[src/hw/rtl/eld_pkg.sv]
package eld_pkg;

	// One slot of the queue between the byte decoder and the output stage.
	// A byte yields one or two code points; bytes that yield none are not queued.
	typedef struct packed {
		logic        two;
		logic [31:0] first_cp;
		logic [31:0] second_cp;
		logic        last;
	} entry_t;

	localparam int QUEUE_DEPTH = 4;
	localparam int QUEUE_PTR_W = $clog2(QUEUE_DEPTH);
	localparam int QUEUE_CNT_W = $clog2(QUEUE_DEPTH + 1);

endpackage

[src/hw/rtl/escape_literal_decoder.sv]
// Decodes the body of a C-style character or string literal, one byte per
// transaction on the input channel, into Unicode code points on the output
// channel. Escapes (simple, octal, \x, \u, \U) and multi-byte UTF-8 are
// resolved; malformed UTF-8 gives U+FFFD. A transaction with end_of_body set
// closes the literal: any pending escape or sequence is flushed, the last code
// point of that literal carries final_point, and decoding restarts clean for
// the next literal. A byte may produce no, one or two code points. The input
// side takes one byte per cycle whenever the four-entry queue between the
// byte decoder and the output stage has room; the output stage delivers one
// code point per cycle while out_ready is high, so a byte that yields two
// code points holds the output stage while both are delivered, and the queue
// absorbs the difference. An accepted byte is decoded into the queue and then
// loaded into the output register.
module escape_literal_decoder (
	input  logic        clk,
	input  logic        arst_n,
	input  logic        in_valid,
	output logic        in_ready,
	input  logic [7:0]  body_byte,
	input  logic        end_of_body,
	output logic        out_valid,
	input  logic        out_ready,
	output logic [31:0] scalar_value,
	output logic        final_point
);

	logic            accept;
	logic            push;
	logic            pop;
	logic            q_not_full;
	logic            q_not_empty;
	eld_pkg::entry_t push_entry;
	eld_pkg::entry_t q_head;

	// A byte is only taken when its results are sure to find a queue slot.
	assign in_ready = q_not_full;
	assign accept   = in_valid && in_ready;

	eld_front u_front (
		.clk         (clk),
		.arst_n      (arst_n),
		.accept      (accept),
		.body_byte   (body_byte),
		.end_of_body (end_of_body),
		.push        (push),
		.push_entry  (push_entry)
	);

	eld_queue u_queue (
		.clk        (clk),
		.arst_n     (arst_n),
		.push       (push),
		.push_entry (push_entry),
		.not_full   (q_not_full),
		.pop        (pop),
		.not_empty  (q_not_empty),
		.head       (q_head)
	);

	eld_back u_back (
		.clk          (clk),
		.arst_n       (arst_n),
		.q_not_empty  (q_not_empty),
		.q_head       (q_head),
		.pop          (pop),
		.out_valid    (out_valid),
		.out_ready    (out_ready),
		.scalar_value (scalar_value),
		.final_point  (final_point)
	);

endmodule

[src/hw/rtl/eld_front.sv]
module eld_front (
	input  logic            clk,
	input  logic            arst_n,
	input  logic            accept,
	input  logic [7:0]      body_byte,
	input  logic            end_of_body,
	output logic            push,
	output eld_pkg::entry_t push_entry
);

	typedef enum logic [2:0] {
		M_NORMAL = 3'd0,
		M_ESCAPE = 3'd1,
		M_OCTAL  = 3'd2,
		M_HEX    = 3'd3,
		M_UNIV   = 3'd4,
		M_UTF8   = 3'd5
	} mode_t;

	localparam logic [31:0] REPLACEMENT = 32'h0000_FFFD;
	localparam logic [7:0]  BACKSLASH   = 8'h5C;

	mode_t       mode_q, mode_d;
	logic [31:0] acc_q, acc_d;
	logic [3:0]  cnt_q, cnt_d;
	logic [3:0]  lim_q, lim_d;
	logic [1:0]  rem_q, rem_d;

	logic        e0, e1, ne, norm, ok, full;
	logic [31:0] v0, v1, nv;
	logic [4:0]  nib;

	// Hex digit value, or 16 when the byte is no hex digit.
	function automatic logic [4:0] nib_of(input logic [7:0] b);
		logic [4:0] r;
		r = 5'd16;
		if (b >= 8'h30 && b <= 8'h39) r = 5'(b - 8'h30);
		else if (b >= 8'h61 && b <= 8'h66) r = 5'(b - 8'h61 + 8'd10);
		else if (b >= 8'h41 && b <= 8'h46) r = 5'(b - 8'h41 + 8'd10);
		return r;
	endfunction

	always_comb begin
		mode_d = mode_q;
		acc_d  = acc_q;
		cnt_d  = cnt_q;
		lim_d  = lim_q;
		rem_d  = rem_q;
		e0     = 1'b0;
		v0     = '0;
		e1     = 1'b0;
		v1     = '0;
		ne     = 1'b0;
		nv     = '0;
		norm   = 1'b0;
		ok     = 1'b0;
		full   = 1'b0;
		nib    = nib_of(body_byte);

		unique case (mode_q)
			M_ESCAPE: begin
				mode_d = M_NORMAL;
				acc_d  = '0;
				cnt_d  = '0;
				unique case (body_byte)
					8'h6E: begin e0 = 1'b1; v0 = 32'h0A; end
					8'h72: begin e0 = 1'b1; v0 = 32'h0D; end
					8'h74: begin e0 = 1'b1; v0 = 32'h09; end
					8'h61: begin e0 = 1'b1; v0 = 32'h07; end
					8'h62: begin e0 = 1'b1; v0 = 32'h08; end
					8'h66: begin e0 = 1'b1; v0 = 32'h0C; end
					8'h76: begin e0 = 1'b1; v0 = 32'h0B; end
					8'h78: begin
						mode_d = M_HEX;
						e0     = end_of_body;
					end
					8'h75, 8'h55: begin
						mode_d = M_UNIV;
						lim_d  = (body_byte == 8'h75) ? 4'd4 : 4'd8;
						e0     = end_of_body;
					end
					default: begin
						if (body_byte >= 8'h30 && body_byte <= 8'h37) begin
							mode_d = M_OCTAL;
							acc_d  = {29'd0, body_byte[2:0]};
							cnt_d  = 4'd1;
							lim_d  = 4'd3;
							e0     = end_of_body;
							v0     = {29'd0, body_byte[2:0]};
						end else begin
							// Backslash, quotes, question mark and unknown escapes
							// all give the byte itself.
							e0 = 1'b1;
							v0 = {24'd0, body_byte};
						end
					end
				endcase
			end
			M_OCTAL, M_HEX, M_UNIV: begin
				ok = (mode_q == M_OCTAL) ? (nib < 5'd8) : !nib[4];
				if (ok) begin
					acc_d = (mode_q == M_OCTAL) ? {acc_q[28:0], nib[2:0]}
					                            : {acc_q[27:0], nib[3:0]};
					if (mode_q != M_HEX) begin
						cnt_d = cnt_q + 4'd1;
						if (cnt_d >= lim_q) begin
							full   = 1'b1;
							e0     = 1'b1;
							v0     = acc_d;
							mode_d = M_NORMAL;
						end
					end
					if (!full && end_of_body) begin
						e0 = 1'b1;
						v0 = acc_d;
					end
				end else begin
					e0   = 1'b1;
					v0   = acc_q;
					norm = 1'b1;
				end
			end
			M_UTF8: begin
				if (body_byte[7:6] == 2'b10) begin
					acc_d = {acc_q[25:0], body_byte[5:0]};
					rem_d = rem_q - 2'd1;
					if (rem_d == 2'd0) begin
						e0     = 1'b1;
						v0     = acc_d;
						mode_d = M_NORMAL;
					end else if (end_of_body) begin
						e0 = 1'b1;
						v0 = REPLACEMENT;
					end
				end else begin
					e0    = 1'b1;
					v0    = REPLACEMENT;
					rem_d = '0;
					norm  = 1'b1;
				end
			end
			default: norm = 1'b1;
		endcase

		// Plain decode of the byte, also used for a byte that ended a pending
		// escape or broke a UTF-8 sequence.
		if (norm) begin
			mode_d = M_NORMAL;
			if (body_byte == BACKSLASH) begin
				if (end_of_body) begin
					ne = 1'b1;
					nv = {24'd0, BACKSLASH};
				end else begin
					mode_d = M_ESCAPE;
				end
			end else if (!body_byte[7]) begin
				ne = 1'b1;
				nv = {24'd0, body_byte};
			end else if (body_byte >= 8'hC2 && body_byte <= 8'hF4) begin
				if (body_byte <= 8'hDF) begin
					rem_d = 2'd1;
					acc_d = {27'd0, body_byte[4:0]};
				end else if (body_byte <= 8'hEF) begin
					rem_d = 2'd2;
					acc_d = {28'd0, body_byte[3:0]};
				end else begin
					rem_d = 2'd3;
					acc_d = {29'd0, body_byte[2:0]};
				end
				if (end_of_body) begin
					ne = 1'b1;
					nv = REPLACEMENT;
				end else begin
					mode_d = M_UTF8;
				end
			end else begin
				ne = 1'b1;
				nv = REPLACEMENT;
			end
			if (e0) begin
				e1 = ne;
				v1 = nv;
			end else begin
				e0 = ne;
				v0 = nv;
			end
		end

		if (end_of_body) begin
			mode_d = M_NORMAL;
			acc_d  = '0;
			cnt_d  = '0;
			lim_d  = '0;
			rem_d  = '0;
		end
	end

	always_ff @(posedge clk or negedge arst_n) begin
		if (!arst_n) begin
			mode_q <= M_NORMAL;
			acc_q  <= '0;
			cnt_q  <= '0;
			lim_q  <= '0;
			rem_q  <= '0;
		end else if (accept) begin
			mode_q <= mode_d;
			acc_q  <= acc_d;
			cnt_q  <= cnt_d;
			lim_q  <= lim_d;
			rem_q  <= rem_d;
		end
	end

	assign push                 = accept && e0;
	assign push_entry.two       = e1;
	assign push_entry.first_cp  = v0;
	assign push_entry.second_cp = v1;
	assign push_entry.last      = end_of_body;

`ifndef SYNTHESIS
	a_end_clears: assert property (@(posedge clk) disable iff (!arst_n)
		(accept && end_of_body) |=> (mode_q == M_NORMAL && rem_q == 2'd0))
		else $error("decoder state not cleared after the final byte");
	a_utf8_pending: assert property (@(posedge clk) disable iff (!arst_n)
		(mode_q == M_UTF8) |-> (rem_q != 2'd0))
		else $error("UTF-8 mode with no continuation bytes expected");
`endif

endmodule

[src/hw/rtl/eld_queue.sv]
module eld_queue (
	input  logic            clk,
	input  logic            arst_n,
	input  logic            push,
	input  eld_pkg::entry_t push_entry,
	output logic            not_full,
	input  logic            pop,
	output logic            not_empty,
	output eld_pkg::entry_t head
);

	eld_pkg::entry_t                  slot_q [eld_pkg::QUEUE_DEPTH];
	logic [eld_pkg::QUEUE_PTR_W-1:0] wr_q, rd_q;
	logic [eld_pkg::QUEUE_CNT_W-1:0] cnt_q;

	assign not_full  = (cnt_q != eld_pkg::QUEUE_CNT_W'(eld_pkg::QUEUE_DEPTH));
	assign not_empty = (cnt_q != '0);
	assign head      = slot_q[rd_q];

	always_ff @(posedge clk) begin
		if (push) begin
			slot_q[wr_q] <= push_entry;
		end
	end

	always_ff @(posedge clk or negedge arst_n) begin
		if (!arst_n) begin
			wr_q  <= '0;
			rd_q  <= '0;
			cnt_q <= '0;
		end else begin
			if (push) wr_q <= wr_q + 1'b1;
			if (pop) rd_q <= rd_q + 1'b1;
			if (push && !pop) cnt_q <= cnt_q + 1'b1;
			else if (pop && !push) cnt_q <= cnt_q - 1'b1;
		end
	end

`ifndef SYNTHESIS
	a_no_overflow: assert property (@(posedge clk) disable iff (!arst_n)
		push |-> (not_full || pop))
		else $error("queue written while full");
	a_no_underflow: assert property (@(posedge clk) disable iff (!arst_n)
		pop |-> not_empty)
		else $error("queue read while empty");
`endif

endmodule

[src/hw/rtl/eld_back.sv]
module eld_back (
	input  logic            clk,
	input  logic            arst_n,
	input  logic            q_not_empty,
	input  eld_pkg::entry_t q_head,
	output logic            pop,
	output logic            out_valid,
	input  logic            out_ready,
	output logic [31:0]     scalar_value,
	output logic            final_point
);

	eld_pkg::entry_t ent_q;
	logic            have_q;
	logic            idx_q;
	logic            at_end;
	logic            done;

	assign at_end = (idx_q == ent_q.two);
	assign done   = have_q && out_ready && at_end;
	assign pop    = q_not_empty && (!have_q || done);

	always_ff @(posedge clk) begin
		if (pop) begin
			ent_q <= q_head;
		end
	end

	always_ff @(posedge clk or negedge arst_n) begin
		if (!arst_n) begin
			have_q <= 1'b0;
			idx_q  <= 1'b0;
		end else if (pop) begin
			have_q <= 1'b1;
			idx_q  <= 1'b0;
		end else if (done) begin
			have_q <= 1'b0;
			idx_q  <= 1'b0;
		end else if (have_q && out_ready) begin
			idx_q <= 1'b1;
		end
	end

	assign out_valid    = have_q;
	assign scalar_value = idx_q ? ent_q.second_cp : ent_q.first_cp;
	assign final_point  = ent_q.last && at_end;

endmodule

[config.mk]
export PLATFORM = sky130hd
export DESIGN_NAME = escape_literal_decoder
export DESIGN_NICKNAME = d
export VERILOG_FILES = /design/src/hw/rtl/eld_pkg.sv /design/src/hw/rtl/escape_literal_decoder.sv /design/src/hw/rtl/eld_front.sv /design/src/hw/rtl/eld_queue.sv /design/src/hw/rtl/eld_back.sv
export SDC_FILE = /design/constraint.sdc
export NUM_CORES = 1
export LEC_CHECK = 0
export BUFFER_PORTS_ARGS = -buffer_cell sky130_fd_sc_hd__buf_2
export CORE_UTILIZATION = 50
export CTS_BUF_LIST = sky130_fd_sc_hd__clkbuf_4
export DETAILED_ROUTE_END_ITERATION = 6
export PLACE_DENSITY_LB_ADDON = 0.1
export SLEW_MARGIN = 15
export SYNTH_ARGS = -nofsm -noshare
export SYNTH_HDL_FRONTEND = slang
export SYNTH_SLANG_ARGS = --single-unit
[constraint.sdc]
create_clock -name clk -period 9.3 [get_ports clk]
set_input_delay 2.79 -clock clk [delete_from_list [all_inputs] [get_ports clk]]
set_output_delay 2.79 -clock clk [all_outputs]
set_load 0.1 [all_outputs]
==> implementation parameters <==
Parameter                              Value

Drt
  Final ANT Viol Nets ... 0
  DRC viols ... 0
  Mean routed wirelength per cell ... 20.63 um
  Post-detailed-route via-to-cell ratio ... 5.904
  Routed wire length ... 28870 um
  First-iteration detailed-routing DRC count ... 857
  Total vias in the final route ... 8260
  Drt first pass iters ... 5

Timing
  Post-route setup TNS ... 0 ns
  Fmax ... 0.1575 GHz
  Measured slew at the worst slew-check pin ... 1.131 ns
  Final Max Slew Viols ... 0
  Final clock skew ... 0.05488 ns
  Worst hold slack after final layout ... 0.4974 ns
  Final critical-path share of the clock period ... 68.28%
  # setup viols final ... 0
  Relative slew margins ... 24.61%
  Post-layout minimum cycle time ... 6.350 ns
  Number of hold violations in the final report ... 0
  RSZ-0062 raised after global routing ... no

Global route
  Met2 capacity usage during global routing ... 35.53%
  Number of antenna violations at the first check in global routing ... 1
  Via count of the first global-routing pass ... 8055
  GR Layer Usage met3 ... 4.963%
  Grt peak-use layer ... met2
  Global router's overall resource usage ... 23.49%
  Maximum number of pins on one net before global-route repair ... 62
  Grt total ovfl ... 0
  Wire length of the first global-routing pass ... 45600 um
  Global routing met1 resource utilization ... 34.02%

Worst setup path
  Ordered cell list for the critical path ... buf_2 -> inv_1 -> ha_1 -> or4b_1 -> a21oi_1 -> o221ai_2 -> nand3_2 -> buf_4 -> o21ai_2 -> buf_4 -> a31oi_2 -> and2_2 -> buf_4
  Most Frequent Cell on Critical Path ... sky130_fd_sc_hd__buf_4
  Largest driver fanout on the critical path ... 61
  Kind of capture point of the worst setup path ... flip-flop
  Destination of the worst register-to-register timing path ... u_queue.slot_q[1][35]
  Critical path class ... in -> reg
  Crit path buf inv count ... 5
  Nature of the critical path startpoint ... primary input
  Cell family with the largest share of critical-path delay ... buffers and inverters
  Standard cell with the maximum stage delay on the critical path ... sky130_fd_sc_hd__and2_2
  Worst endpoint data arrival time ... 6.63 ns
  Max stage delay on crit path ... 0.55 ns
  Crit. path cell count ... 13
  Worst Path Required ... 9.58 ns
  Critical register-to-register path startpoint ... u_front.mode_q[1]
  Depth of the most critical reg-to-reg path ... 11
  Worst reg2reg setup slack ... 5.13 ns

Finish
  Most common library cell in the layout ignoring fill and taps ... sky130_fd_sc_hd__edfxtp_1
  Post-layout nets ... 1049
  Util after Layout ... 56.67%
  Most frequent cells in the layout ... sky130_fd_sc_hd__edfxtp_1 (210), sky130_fd_sc_hd__nand2_1 (112), sky130_fd_sc_hd__clkbuf_4 (99)
  Ratio of cells with drive above 1 in the final layout ... 23.09%
  Count of non-filler cells in the finished layout ... 1399
  Synth-to-Final Area Change ... 11.71%

Floorplan
  Starting Density ... 50.73%
  Die extent in y ... 158.9 um
  Overall die width ... 158.9 um
  Ports ... 48
  Cell Rows ... 57
  Area of the placeable core ... 0.02425 sq mm
  Die ar. ... 0.02523 sq mm

Clock tree
  Number of buffers created by CTS ... 68
  Library cell used as clock root buffer ... sky130_fd_sc_hd__clkbuf_4
  Clock tree from TritonCTS ... done
  Clk pin slew, worst setup/hold paths ... 0.06 ns
  Post-CTS Hold Buffers ... 0
  Number of gates resized after CTS ... 0
  Largest buffer count on any clock path ... 3
  Post-CTS setup buffer count ... 0
  Clock latency on the worst-skew pair ... 0.66 ns
  H-tree level count ... 3
  Num Clock Sinks ... 263

Logic synthesis
  Synthesized net count ... 981
  Total standard cell area after synthesis ... 0.01230 sq mm
  Leading post-synthesis cells by cell area ... sky130_fd_sc_hd__edfxtp_1 (51%), sky130_fd_sc_hd__dfrtp_1 (11%), sky130_fd_sc_hd__mux4_2 (7.7%)
  Sequential cell area fraction in the yosys report ... 62.04%
  Average instance area after synthesis ... 12.92 sq um
  Fraction of synthesized cell area taken by the top area cell type ... 51.26%
  #FFs+latches synth ... 263
  Cell taking the most area after synthesis ... sky130_fd_sc_hd__edfxtp_1
  Mapped Cells ... 952
  Unique cell type count in the Yosys netlist ... 76
  YS warnings ... 0
  Number of enable flip-flop cells after synthesis ... 210
  Primary FF master, synth ... sky130_fd_sc_hd__edfxtp_1
  Share of flip-flops with an asynchronous set or reset after synthesis ... 20.15%

Place
  Placed wire-length estimate after detailed placement ... 18200 um
  Gp weighted congestion ... 0.9223
  Post-Place Cells ... 1274
  Quantity of I/O buffers inserted on ports ... 47

Job
  Max Cap Violations ... 0

Power
  Total net switching power ... 1.870 mW
  Overall Power ... 4.515 mW
  Fraction of power spent switching nets ... 41.42%
  Part of the total power dissipated in combinational logic ... 38.1%
  Worst vdd ir ... 0.0004257 V
  Sequential fraction of design power ... 39.4%
  Internal power ... 2.645 mW
  Power density over the cells ... 328.6 mW/mm^2
  Share of total power in the clock network ... 22.5%
  Leakage power figure ... 4.857 nW

Worst hold path
  WHS Endpoint ... u_front.cnt_q[3]
  WHS Path Cells ... 2
  Worst Hold Launch ... u_front.cnt_q[3]
  Hold Crit Class ... reg -> reg

Status
  Outcome ... finished clean
worst max-delay path by stage:
stage,endpoint,from,slack (ns)
2_1_floorplan,u_queue.cnt_q[1],out_ready,2.97
3_5_place_dp,u_queue.slot_q[1][61],body_byte[0],2.30
3_3_place_gp,u_queue.slot_q[1][61],body_byte[0],2.40
5_1_grt,u_queue.slot_q[1][35],body_byte[0],2.74
4_1_cts,u_queue.slot_q[1][7],body_byte[0],2.97
6_report,u_queue.slot_q[1][35],body_byte[1],2.95
final cells by class:
type | instances | area [sq um]
inverter | 23 | 86.33
timing repair buffer | 66 | 377.9
antenna | 1 | 2.502
tap | 324 | 405.4
sequential | 263 | 7635
clock buffer | 99 | 743.2
clock inverter | 25 | 171.4
multi-input combinational | 598 | 4320
fill | 2018 | 10510
power groups by stage:
stage	clock network [mW]	logic (mW)	registers, mW
floorplan	0	1.43	1.74
global placement	0	1.73	1.80
detailed placement	0	1.74	1.80
CTS	1.05	1.74	1.78
global route	1.12	1.82	1.81
finish	1.02	1.72	1.78
through the flow:
step | cell area, sq um | setup WS (ns)
2_1_floorplan | 12300 | 2.965
3_3_place_gp | 12820 | 2.398
3_5_place_dp | 12820 | 2.302
4_1_cts | 13740 | 2.965
5_1_grt | 13740 | 2.740
6_report | 13740 | 2.950
worst register-to-register path, stage by stage, from the launching register on:
cell and delay (ns):
sky130_fd_sc_hd__dfrtp_1 0.48, sky130_fd_sc_hd__or3b_1 0.37, sky130_fd_sc_hd__buf_4 0.24, sky130_fd_sc_hd__nor4_1 0.27, sky130_fd_sc_hd__a21oi_1 0.15, sky130_fd_sc_hd__nand3_2 0.10, sky130_fd_sc_hd__buf_4 0.51, sky130_fd_sc_hd__o21ai_2 0.12
sky130_fd_sc_hd__buf_4 0.25, sky130_fd_sc_hd__a31oi_2 0.36, sky130_fd_sc_hd__and2_2 0.55, sky130_fd_sc_hd__buf_4 0.42
synthesized netlist by cell type (5+ instances only):
master and instances:
sky130_fd_sc_hd__a31oi_1 6, sky130_fd_sc_hd__nand4_1 5, sky130_fd_sc_hd__mux2_2 11, sky130_fd_sc_hd__xnor2_1 8, sky130_fd_sc_hd__buf_2 15, sky130_fd_sc_hd__and3_1 6
sky130_fd_sc_hd__mux4_2 42, sky130_fd_sc_hd__o221ai_1 14, sky130_fd_sc_hd__nor3_1 15, sky130_fd_sc_hd__xor2_1 5, sky130_fd_sc_hd__a21oi_1 90, sky130_fd_sc_hd__nor2_1 32
sky130_fd_sc_hd__a21o_1 6, sky130_fd_sc_hd__and2_1 8, sky130_fd_sc_hd__clkbuf_1 48, sky130_fd_sc_hd__dfrtp_1 53, sky130_fd_sc_hd__ha_1 15, sky130_fd_sc_hd__edfxtp_1 210
sky130_fd_sc_hd__o21ai_0 73, sky130_fd_sc_hd__o211ai_1 6, sky130_fd_sc_hd__inv_1 22, sky130_fd_sc_hd__mux2i_1 5, sky130_fd_sc_hd__nor2b_1 22, sky130_fd_sc_hd__nand3_1 12
sky130_fd_sc_hd__a22oi_1 28, sky130_fd_sc_hd__nand2_1 112
sequential cells by signal (all words and copies together), names as in the netlist:
register,count
u_front.acc_q,32
u_front.cnt_q,4
u_back.out_valid,1
u_queue.wr_q,2
u_front.rem_q,2
u_queue.slot_q,168
u_front.lim_q,3
u_front.mode_q,3
u_back.idx_q,1
u_back.ent_q,42
u_queue.cnt_q,3
u_queue.rd_q,2
layer usage:
metal | wire length [um] | vias to the layer above | part of all wire, %
li1 | - | 3825 | -
met1 | 13300 | 4054 | 46
met2 | 13230 | 319 | 46
met3 | 1747 | 62 | 6.1
met4 | 596 | 0 | 2.1
met5 | 0 | - | 0
kinds of logic (layout without fill, tap and decap cells):
kind of cell,Yosys count,count (layout),synth area share [%]
other,0,1,0
buffers and inverters,91,213,2.990
AO/OA/AOI/OAI,268,268,13.64
adder cells (fa/ha/maj),16,16,1.688
flip-flops,263,263,62.04
AND/OR/NAND/NOR,241,241,9.428
multiplexers,60,60,9.286
XOR/XNOR,13,13,0.9256
No activity file was read; power rests on OpenSTA's default activity.
